**config.mk**
```make
export PLATFORM = sky130hd
export DESIGN_NAME = per_partition_in_order_completion
export DESIGN_NICKNAME = d
export VERILOG_FILES = /design/src/design/ppioc_pkg.sv /design/src/design/ppioc_ctrl.sv /design/src/design/ppioc_dp.sv /design/src/design/per_partition_in_order_completion.sv
export SDC_FILE = /design/constraint.sdc
export NUM_CORES = 2
export LEC_CHECK = 0
export ABC_AREA = 1
export BUFFER_PORTS_ARGS = -buffer_cell sky130_fd_sc_hd__buf_4
export CORE_ASPECT_RATIO = 0.6
export CORE_MARGIN = 2
export CORE_UTILIZATION = 50
export DETAILED_ROUTE_END_ITERATION = 6
export GPL_TIMING_DRIVEN = 1
export PLACE_DENSITY_LB_ADDON = 0.25
export SETUP_SLACK_MARGIN = 0.15
export SYNTH_ARGS = -nofsm -noshare
export SYNTH_HDL_FRONTEND = slang
export SYNTH_SLANG_ARGS = --single-unit
```
**constraint.sdc**
```tcl
create_clock -name clk -period 13.6 [get_ports clk]
set_input_delay 0.68 -clock clk [delete_from_list [all_inputs] [get_ports clk]]
set_output_delay 0.68 -clock clk [all_outputs]
set_load 0.03 [all_outputs]
```
**src/design/ppioc_pkg.sv**
```systemverilog
// Package for the per-partition in-order completion block.
// Holds result kind codes and fixed field widths; no dependencies.
package ppioc_pkg;
  localparam int SeqW = 32;
  localparam int PartW = 4;
  localparam int KindW = 3;
  localparam int PendW = 17;
  localparam int CfgW = 16;
  localparam logic [CfgW-1:0] MaxPendingReset = 16'd10000;

  localparam logic [KindW-1:0] KIND_ISSUE_OK  = 3'd0;
  localparam logic [KindW-1:0] KIND_ISSUE_REJ = 3'd1;
  localparam logic [KindW-1:0] KIND_DIRECT    = 3'd2;
  localparam logic [KindW-1:0] KIND_RELEASE   = 3'd3;
  localparam logic [KindW-1:0] KIND_WIN_ERR   = 3'd4;

  typedef struct packed {
    logic load;     // latch input item, read partition state
    logic exec;     // process the latched item
    logic rel_step; // emit one release and shift the window
  } ppioc_cmd_t;

  typedef struct packed {
    logic single;   // exec finishes the item; no release run follows
    logic can_rel;  // window bit 0 done and release budget left
  } ppioc_sts_t;
endpackage

```
**src/design/ppioc_ctrl.sv**
```systemverilog
// Controller state machine for the in-order completion block.
// Depends on ppioc_pkg for the command and status structs.
module ppioc_ctrl (
  input  logic                  clk,
  input  logic                  rst_n,
  input  logic                  in_valid,
  output logic                  in_stall,
  input  logic                  out_stall,
  input  logic                  out_busy,
  input  ppioc_pkg::ppioc_sts_t sts,
  output ppioc_pkg::ppioc_cmd_t cmd
);
  import ppioc_pkg::*;

  localparam logic [1:0] S_IDLE = 2'd0;
  localparam logic [1:0] S_EXEC = 2'd1;
  localparam logic [1:0] S_REL  = 2'd2;

  logic [1:0] state_r, state_nxt;
  logic       out_free;

  // The output register can take a new result when empty or being drained.
  assign out_free = !out_busy || !out_stall;
  assign in_stall = (state_r != S_IDLE);

  always_comb begin
    state_nxt    = state_r;
    cmd          = '0;
    unique case (state_r)
      S_IDLE: begin
        if (in_valid) begin
          cmd.load  = 1'b1;
          state_nxt = S_EXEC;
        end
      end
      S_EXEC: begin
        // Execution rewrites the result fields, so a held result must leave first.
        if (out_free) begin
          cmd.exec  = 1'b1;
          state_nxt = sts.single ? S_IDLE : S_REL;
        end
      end
      S_REL: begin
        if (!sts.can_rel) begin
          state_nxt = S_IDLE;
        end else if (out_free) begin
          cmd.rel_step = 1'b1;
        end
      end
      default: state_nxt = S_IDLE;
    endcase
  end

  always_ff @(posedge clk) begin
    if (!rst_n) begin
      state_r <= S_IDLE;
    end else begin
      state_r <= state_nxt;
    end
  end
endmodule

```
**src/design/ppioc_dp.sv**
```systemverilog
// Datapath: per-partition state, pending counter, window and output register.
// Depends on ppioc_pkg; driven by ppioc_ctrl commands.
module ppioc_dp #(
  parameter int PARTITIONS = 16,
  parameter int WINDOW = 32,
  parameter int MAX_OUT = 32
) (
  input  logic                     clk,
  input  logic                     rst_n,
  input  ppioc_pkg::ppioc_cmd_t    cmd,
  output ppioc_pkg::ppioc_sts_t    sts,
  input  logic                     in_req_type,
  input  logic [ppioc_pkg::PartW-1:0] in_partition,
  input  logic [ppioc_pkg::SeqW-1:0]  in_seq_num,
  input  logic                     in_success,
  input  logic                     in_ordered,
  input  logic                     in_has_notify,
  input  logic                     cfg_valid,
  input  logic [ppioc_pkg::CfgW-1:0] cfg_max_pending,
  input  logic                     out_stall,
  output logic                     out_valid,
  output logic [ppioc_pkg::KindW-1:0] out_kind,
  output logic [ppioc_pkg::PartW-1:0] out_partition,
  output logic [ppioc_pkg::SeqW-1:0]  out_seq,
  output logic                     out_success,
  output logic                     out_notify,
  output logic                     out_last
);
  import ppioc_pkg::*;

  localparam int PIW = (PARTITIONS > 1) ? $clog2(PARTITIONS) : 1;
  localparam int OFW = $clog2(WINDOW);
  localparam int CNW = $clog2(MAX_OUT + 1);
  localparam int NPart = 1 << PartW;

  // Folds every partition field value onto the state arrays, modulo PARTITIONS.
  function automatic logic [NPart*PIW-1:0] fold_table();
    logic [NPart*PIW-1:0] t;
    t = '0;
    for (int i = 0; i < NPart; i++) t[i*PIW +: PIW] = PIW'(i % PARTITIONS);
    return t;
  endfunction

  localparam logic [NPart*PIW-1:0] FoldTbl = fold_table();

  logic [SeqW-1:0]   issue_seq_r [PARTITIONS];
  logic [SeqW-1:0]   next_exp_r  [PARTITIONS];
  logic [WINDOW-1:0] done_r      [PARTITIONS];
  logic [WINDOW-1:0] res_r       [PARTITIONS];
  logic [WINDOW-1:0] ntf_r       [PARTITIONS];
  logic [PARTITIONS-1:0] tracked_r;
  logic [PendW-1:0]  pending_r;
  logic [CfgW-1:0]   max_pend_r;

  // Latched input item and working copy of its partition state.
  logic              rt_r, succ_r, ord_r, hn_r;
  logic [PartW-1:0]  part_r;
  logic [PIW-1:0]    pidx_r;
  logic [SeqW-1:0]   seq_r;
  logic [SeqW-1:0]   ns_r, ne_r;
  logic [WINDOW-1:0] dn_r, rs_r, nt_r;
  logic              trk_r;
  logic [CNW-1:0]    cnt_r;

  logic [PIW-1:0]    pidx_in;
  logic [SeqW-1:0]   off;
  logic              in_win;
  logic [WINDOW-1:0] bitm;
  logic              rejected;
  logic              out_set;

  assign pidx_in  = FoldTbl[in_partition*PIW +: PIW];
  assign off      = (rt_r ? seq_r : ns_r) - ne_r;
  assign in_win   = (off < SeqW'(WINDOW));
  assign bitm     = WINDOW'(1) << off[OFW-1:0];
  assign rejected = (pending_r > PendW'(max_pend_r));

  assign sts.single  = !rt_r || !ord_r || !trk_r || !in_win;
  assign sts.can_rel = dn_r[0] && (cnt_r != CNW'(MAX_OUT));

  // A result is loaded by every issue, unordered completion, window error
  // and release step.
  assign out_set = cmd.rel_step ||
                   (cmd.exec && (!rt_r || !ord_r || (trk_r && !in_win)));

  always_ff @(posedge clk) begin
    if (!rst_n) begin
      tracked_r  <= '0;
      pending_r  <= '0;
      max_pend_r <= MaxPendingReset;
      out_valid  <= 1'b0;
      for (int i = 0; i < PARTITIONS; i++) begin
        issue_seq_r[i] <= '0;
        next_exp_r[i]  <= '0;
        done_r[i]      <= '0;
        res_r[i]       <= '0;
        ntf_r[i]       <= '0;
      end
    end else begin
      if (cfg_valid) max_pend_r <= cfg_max_pending;
      if (out_set) out_valid <= 1'b1;
      else if (out_valid && !out_stall) out_valid <= 1'b0;

      if (cmd.load) begin
        rt_r   <= in_req_type;
        part_r <= in_partition;
        pidx_r <= pidx_in;
        seq_r  <= in_seq_num;
        succ_r <= in_success;
        ord_r  <= in_ordered;
        hn_r   <= in_has_notify;
        ns_r   <= issue_seq_r[pidx_in];
        ne_r   <= next_exp_r[pidx_in];
        dn_r   <= done_r[pidx_in];
        rs_r   <= res_r[pidx_in];
        nt_r   <= ntf_r[pidx_in];
        trk_r  <= tracked_r[pidx_in];
        cnt_r  <= '0;
      end

      if (cmd.exec) begin
        out_partition <= part_r;
        out_last      <= 1'b1;
        out_notify    <= 1'b0;
        if (!rt_r) begin
          out_success <= 1'b0;
          if (rejected) begin
            out_kind <= KIND_ISSUE_REJ;
            out_seq  <= '0;
          end else begin
            out_kind <= KIND_ISSUE_OK;
            out_seq  <= ns_r;
            issue_seq_r[pidx_r] <= ns_r + 1'b1;
            pending_r <= pending_r + 1'b1;
            if (ord_r && hn_r) begin
              tracked_r[pidx_r] <= 1'b1;
              if (in_win) ntf_r[pidx_r] <= nt_r | bitm;
            end
          end
        end else begin
          if (pending_r != '0) pending_r <= pending_r - 1'b1;
          out_seq     <= seq_r;
          out_success <= succ_r;
          if (!ord_r) begin
            out_kind  <= KIND_DIRECT;
          end else if (trk_r && !in_win) begin
            out_kind  <= KIND_WIN_ERR;
          end else if (trk_r) begin
            dn_r <= dn_r | bitm;
            rs_r <= succ_r ? (rs_r | bitm) : (rs_r & ~bitm);
            done_r[pidx_r] <= dn_r | bitm;
            res_r[pidx_r]  <= succ_r ? (res_r[pidx_r] | bitm) : (res_r[pidx_r] & ~bitm);
          end
        end
      end

      if (cmd.rel_step) begin
        out_kind      <= KIND_RELEASE;
        out_partition <= part_r;
        out_seq       <= ne_r;
        out_success   <= rs_r[0];
        out_notify    <= nt_r[0];
        out_last      <= !dn_r[1] || (cnt_r == CNW'(MAX_OUT - 1));
        dn_r  <= dn_r >> 1;
        rs_r  <= rs_r >> 1;
        nt_r  <= nt_r >> 1;
        ne_r  <= ne_r + 1'b1;
        cnt_r <= cnt_r + 1'b1;
        done_r[pidx_r]     <= dn_r >> 1;
        res_r[pidx_r]      <= rs_r >> 1;
        ntf_r[pidx_r]      <= nt_r >> 1;
        next_exp_r[pidx_r] <= ne_r + 1'b1;
      end
    end
  end
endmodule

```
**src/design/per_partition_in_order_completion.sv**
```systemverilog
// Top level of the per-partition in-order completion block.
// Depends on ppioc_pkg, ppioc_ctrl and ppioc_dp.
//
// Usage: an issue transaction (in_req_type 0) gets the partition's next
// sequence number, or is rejected when the pending count exceeds the
// max_pending register. A completion transaction (in_req_type 1) lowers the
// pending count; unordered ones are reported at once, ordered ones in a
// tracked partition set a window bit and release every consecutive done
// entry, one result per cycle while the receiver does not stall, at most
// MAX_OUT per transaction. out_last marks the final result of a transaction;
// some completions give none. An item first latches its partition state and
// then executes; a release run then emits one released entry per step. The
// single controller sequences one item at a time through the partition
// state registers, so a new item is taken only once the last is finished.
// Reset (synchronous, rst_n low) clears all partition state and the pending
// count and loads max_pending with 10000. When out_stall is high the result
// register holds and the controller waits while a result is held; in_stall
// stays high while an item is in progress. Configuration must be written
// through cfg_valid/cfg_ready while the block is idle, which is not enforced.
module per_partition_in_order_completion #(
  parameter int PARTITIONS = 16,
  parameter int WINDOW = 32,
  parameter int MAX_OUT = 32
) (
  input  logic        clk,
  input  logic        rst_n,
  input  logic        in_valid,
  output logic        in_stall,
  input  logic        in_req_type,
  input  logic [3:0]  in_partition,
  input  logic [31:0] in_seq_num,
  input  logic        in_success,
  input  logic        in_ordered,
  input  logic        in_has_notify,
  output logic        out_valid,
  input  logic        out_stall,
  output logic [2:0]  out_kind,
  output logic [3:0]  out_partition,
  output logic [31:0] out_seq,
  output logic        out_success,
  output logic        out_notify,
  output logic        out_last,
  input  logic        cfg_valid,
  output logic        cfg_ready,
  input  logic [15:0] cfg_max_pending
);
  import ppioc_pkg::*;

  ppioc_cmd_t cmd;
  ppioc_sts_t sts;

  // The register write is always taken; the user must write only while idle, as the block does not enforce it.
  assign cfg_ready = 1'b1;

  ppioc_ctrl u_ctrl (
    .clk(clk), .rst_n(rst_n), .in_valid(in_valid), .in_stall(in_stall),
    .out_stall(out_stall), .out_busy(out_valid), .sts(sts), .cmd(cmd)
  );

  ppioc_dp #(.PARTITIONS(PARTITIONS), .WINDOW(WINDOW), .MAX_OUT(MAX_OUT)) u_dp (
    .clk(clk), .rst_n(rst_n), .cmd(cmd), .sts(sts),
    .in_req_type(in_req_type), .in_partition(in_partition),
    .in_seq_num(in_seq_num), .in_success(in_success),
    .in_ordered(in_ordered), .in_has_notify(in_has_notify),
    .cfg_valid(cfg_valid), .cfg_max_pending(cfg_max_pending),
    .out_stall(out_stall), .out_valid(out_valid), .out_kind(out_kind),
    .out_partition(out_partition), .out_seq(out_seq),
    .out_success(out_success), .out_notify(out_notify), .out_last(out_last)
  );
endmodule

```
==> out/metrics.yaml <==
final_area_um2: 150000
grt_pass1_wl_um: 701000
cpMaxStageDelayCell: "buf_4"
crit_family: "simple AND/OR/NAND/NOR gates"
track_usage_pct: 34.0
synth_top_flop_cell: "edfxtp_1"
met1_usage_pct: 53.1
multiInputGateArea_um2: 45000
syn-instance-count: 14100
yosys.area_share.simple_pct: 16.7
crit_top_cell: "nand2_1"
drt-wirelength-per-cell_um: 27.7
port-buffer-count: 104
final_cell_mix: "3917 x nor2_1, 2809 x edfxtp_1, 1997 x o21ai_0"
cts_num_sinks: 2865
num_vias: 111000
cp_num_buf_inv: 6
gp_congestion: 0.935
root_buffer: "clkbuf_16"
tns_ns: 0
min_period_ns: 8.04
grt_overflow: 0
max_slew_margin_pct: 9.97
synth_area_leaders: "edfxtp_1 61%, nor2_1 11%, o21ai_0 7.3%"
cp.required_ns: 14.10
initial_core_util_pct: 50.2
h-tree-depth: 5
cap_violations: 0
netlist_area_um2: 137000
endpoint_kind: "flop"
avgSynthCellArea_um2: 9.72
vias_per_cell: 6.30
drive_gt1_share_pct: 8.79
rsz0062_at_grt: "false"
drtIter0Drc: 20200
async_flop_share_pct: 0
yosysTopAreaCell: "edfxtp_1"
skew_ns: 0.0640
met3_usage_pct: 11.7
max_freq_ghz: 0.124
crit_type: "flop to flop"
synth-edff-count: 2809
die_h_um: 410
first_pass_iters: 7
drc_errors: 0
routed_wl_um: 487000
muxShareOfSynthArea_pct: 0.853
dp_hpwl_um: 282000
crit_arrival_ns: 8.53
use_met2_pct: 43.9
dpl_cell_area_um2: 141000
detail-route-antenna-nets: 0
n_fill_cell: 24000
fp-row-count: 149
cellPowerDensity_nw_per_um2: 135
yosys_warnings: 0
hold_path.class: "input port to flop"
synth_compound_area_share_pct: 13.7
critPathLaunchType: "flop"
status: "finished, final reports clean"
synth_fa_ha_area_share_pct: 0.630
grt_max_degree: 219
ys_seq_elements: 2865
synth_top_family_by_area: "simple AND/OR/NAND/NOR gates"
final_hold_viol_count: 0
slew_viol_final: 0
synth_top_area_share_pct: 61.4
path_clk_slew_ns: 0.07
cts_tree: "built"
grt_busiest_layer: "met1"
clockBufferDepth: 4
worstMarginPinSlew_ns: 1.35
total_leakage_power_nw: 56.7
insertion_delay_ns: 0.93
regArea_um2: 85500
setup_viol: 0
nNetsFinal: 13900
mostFrequentLayoutCell: "nor2_1"
die_w_um: 681
synthDistinctLibCells: 55
antenna_found_initial: 17
die_area_um2: 279000
ys_seq_area_share_pct: 62.2
grt_pass1_vias: 99400
max-vdd-ir-drop_uv: 111
syn2layout_area_growth_pct: 9.31
worstPathMaxFanout: 37
core_area_um2: 274000
fin_crit_sh_pct: 59.1
top_level_ports: 106
tritoncts.num_buffers: 281
slowest_delay_ns: 0.82
syn_nets: 14300
synth-xor-area-share_pct: 0.440
## registers in the layout (all words and copies together), names as in the netlist, 512 cells and up, named ones only
name	cells
u_dp.ntf_r	512
u_dp.issue_seq_r	512
u_dp.res_r	512
u_dp.done_r	512
u_dp.next_exp_r	512
## repair_timing
item                      in CTS  in global routing
hold endpoints to repair      41                  0
gates resized for setup        0                  0
hold buffers                  41                  0
setup buffers                  0                  0
## power breakdown
| group | leakage [nW] | total [mW] | internal [mW] | switching (mW) |
|---|---|---|---|---|
| registers | 29.3 | 10.2 | 10.0 | 0.151 |
| logic | 23.2 | 2.34 | 0.552 | 1.79 |
| clock network | 4.22 | 7.73 | 4.21 | 3.52 |
## area by class of cell
| class | instances | share of cell area, % |
|---|---|---|
| antenna | 8 | 0.0133 |
| clock buffer | 346 | 4.97 |
| clock inverter | 143 | 0.788 |
| inverter | 667 | 1.70 |
| multi-input combinational | 9421 | 30.0 |
| sequential | 2865 | 56.9 |
| tap | 3624 | 3.02 |
| timing repair buffer | 488 | 2.64 |
## cell families (layout without fill, tap and decap cells)
logic type                 after synthesis  count (layout)
buffers and inverters                 1859            1644
other                                    1               9
and+or+nand+nor                       5787            5787
AOI/OAI and AO/OA                     3379            3379
adders and majority gates               68              68
DFF                                   2865            2865
xor gates and xnor gates                69              69
muxes                                  117             117
## through the flow
stage / util, % / instances / hold WS [ns] / power (mW) / worst slack [ns]
after global placement: 51.5 / 17000 / 0.434 / 12.6 / 5.97
final: 54.8 / 17600 / 0.0597 / 20.2 / 5.56
after global routing: 54.8 / 17600 / 0.0789 / 20.7 / 5.32
after floorplan: - / 14100 / 0.427 / 11.7 / 6.86
after detailed placement: 51.5 / 17000 / 0.440 / 12.6 / 5.87
after CTS: 54.8 / 17600 / 0.00343 / 20.1 / 5.82
## metal layers
metal,wire (µm),part of all wire [%],vias up
met5,138,0.028,-
met4,14800,3.0,22
met3,82700,17,938
met2,188000,39,8614
met1,201000,41,53000
li1,-,-,48100
## cells in the mapped netlist (2+ instances only)
cell / number
nand3_1: 272
edfxtp_1: 2809
clkbuf_1: 890
a21boi_0: 2
nor2_1: 3926
o21ai_0: 1997
xor2_1: 53
a32o_1: 5
buf_4: 12
a31o_2: 5
buf_2: 156
nor3_1: 42
inv_1: 656
nand2_1: 1253
xnor2_1: 16
nand3_2: 12
clkinv_1: 4
nor4_1: 11
nand4_1: 51
fa_1: 2
o31ai_1: 20
o22ai_1: 376
nand3b_1: 6
nor2_2: 200
or2_2: 6
a21oi_2: 4
o221ai_1: 230
dfxtp_1: 56
ha_1: 66
o21bai_1: 4
nor3_2: 2
buf_1: 83
o21ai_1: 70
a211oi_1: 9
nor3b_1: 2
a31oi_1: 81
o211ai_1: 95
a21oi_1: 464
buf_6: 50
nand2_4: 2
o32ai_1: 11
inv_2: 6
mux2i_1: 116
## worst register-to-register path, stage by stage (launching register included)
cell and delay [ns]:
edfxtp_1 0.35, buf_4 0.49, inv_2 0.38, nand2_1 0.14
nand2_1 0.08, ha_1 0.42, nand2_1 0.13, nor2_1 0.18
inv_1 0.10, nor3_2 0.15, nand2_1 0.10, nand2_1 0.13
nand2_1 0.09, a21oi_1 0.34, nand2_1 0.11, nor2_1 0.10
nand3_1 0.08, nor2_2 0.21, nand3_2 0.08, buf_4 0.29
clkinv_2 0.59, nand2_4 0.34, nand2_4 0.56, nand3_4 0.62
nand2_4 0.63, buf_4 0.83
## path summary, 6_finish.rpt
kind / startpoint / end / slack (ns) / depth (start not counted)
worst max register to register: u_dp.rt_r / u_dp.res_r[6][13] / 5.56 / 25
worst min-delay path: cfg_max_pending[13] / u_dp.max_pend_r[13] / 0.06 / 3
worst max-delay path: u_dp.rt_r / u_dp.res_r[6][13] / 5.56 / 25
worst min register to register: u_dp.tracked_r[12] / u_dp.tracked_r[12] / 0.45 / 2
(Power assumes the default switching activity.)
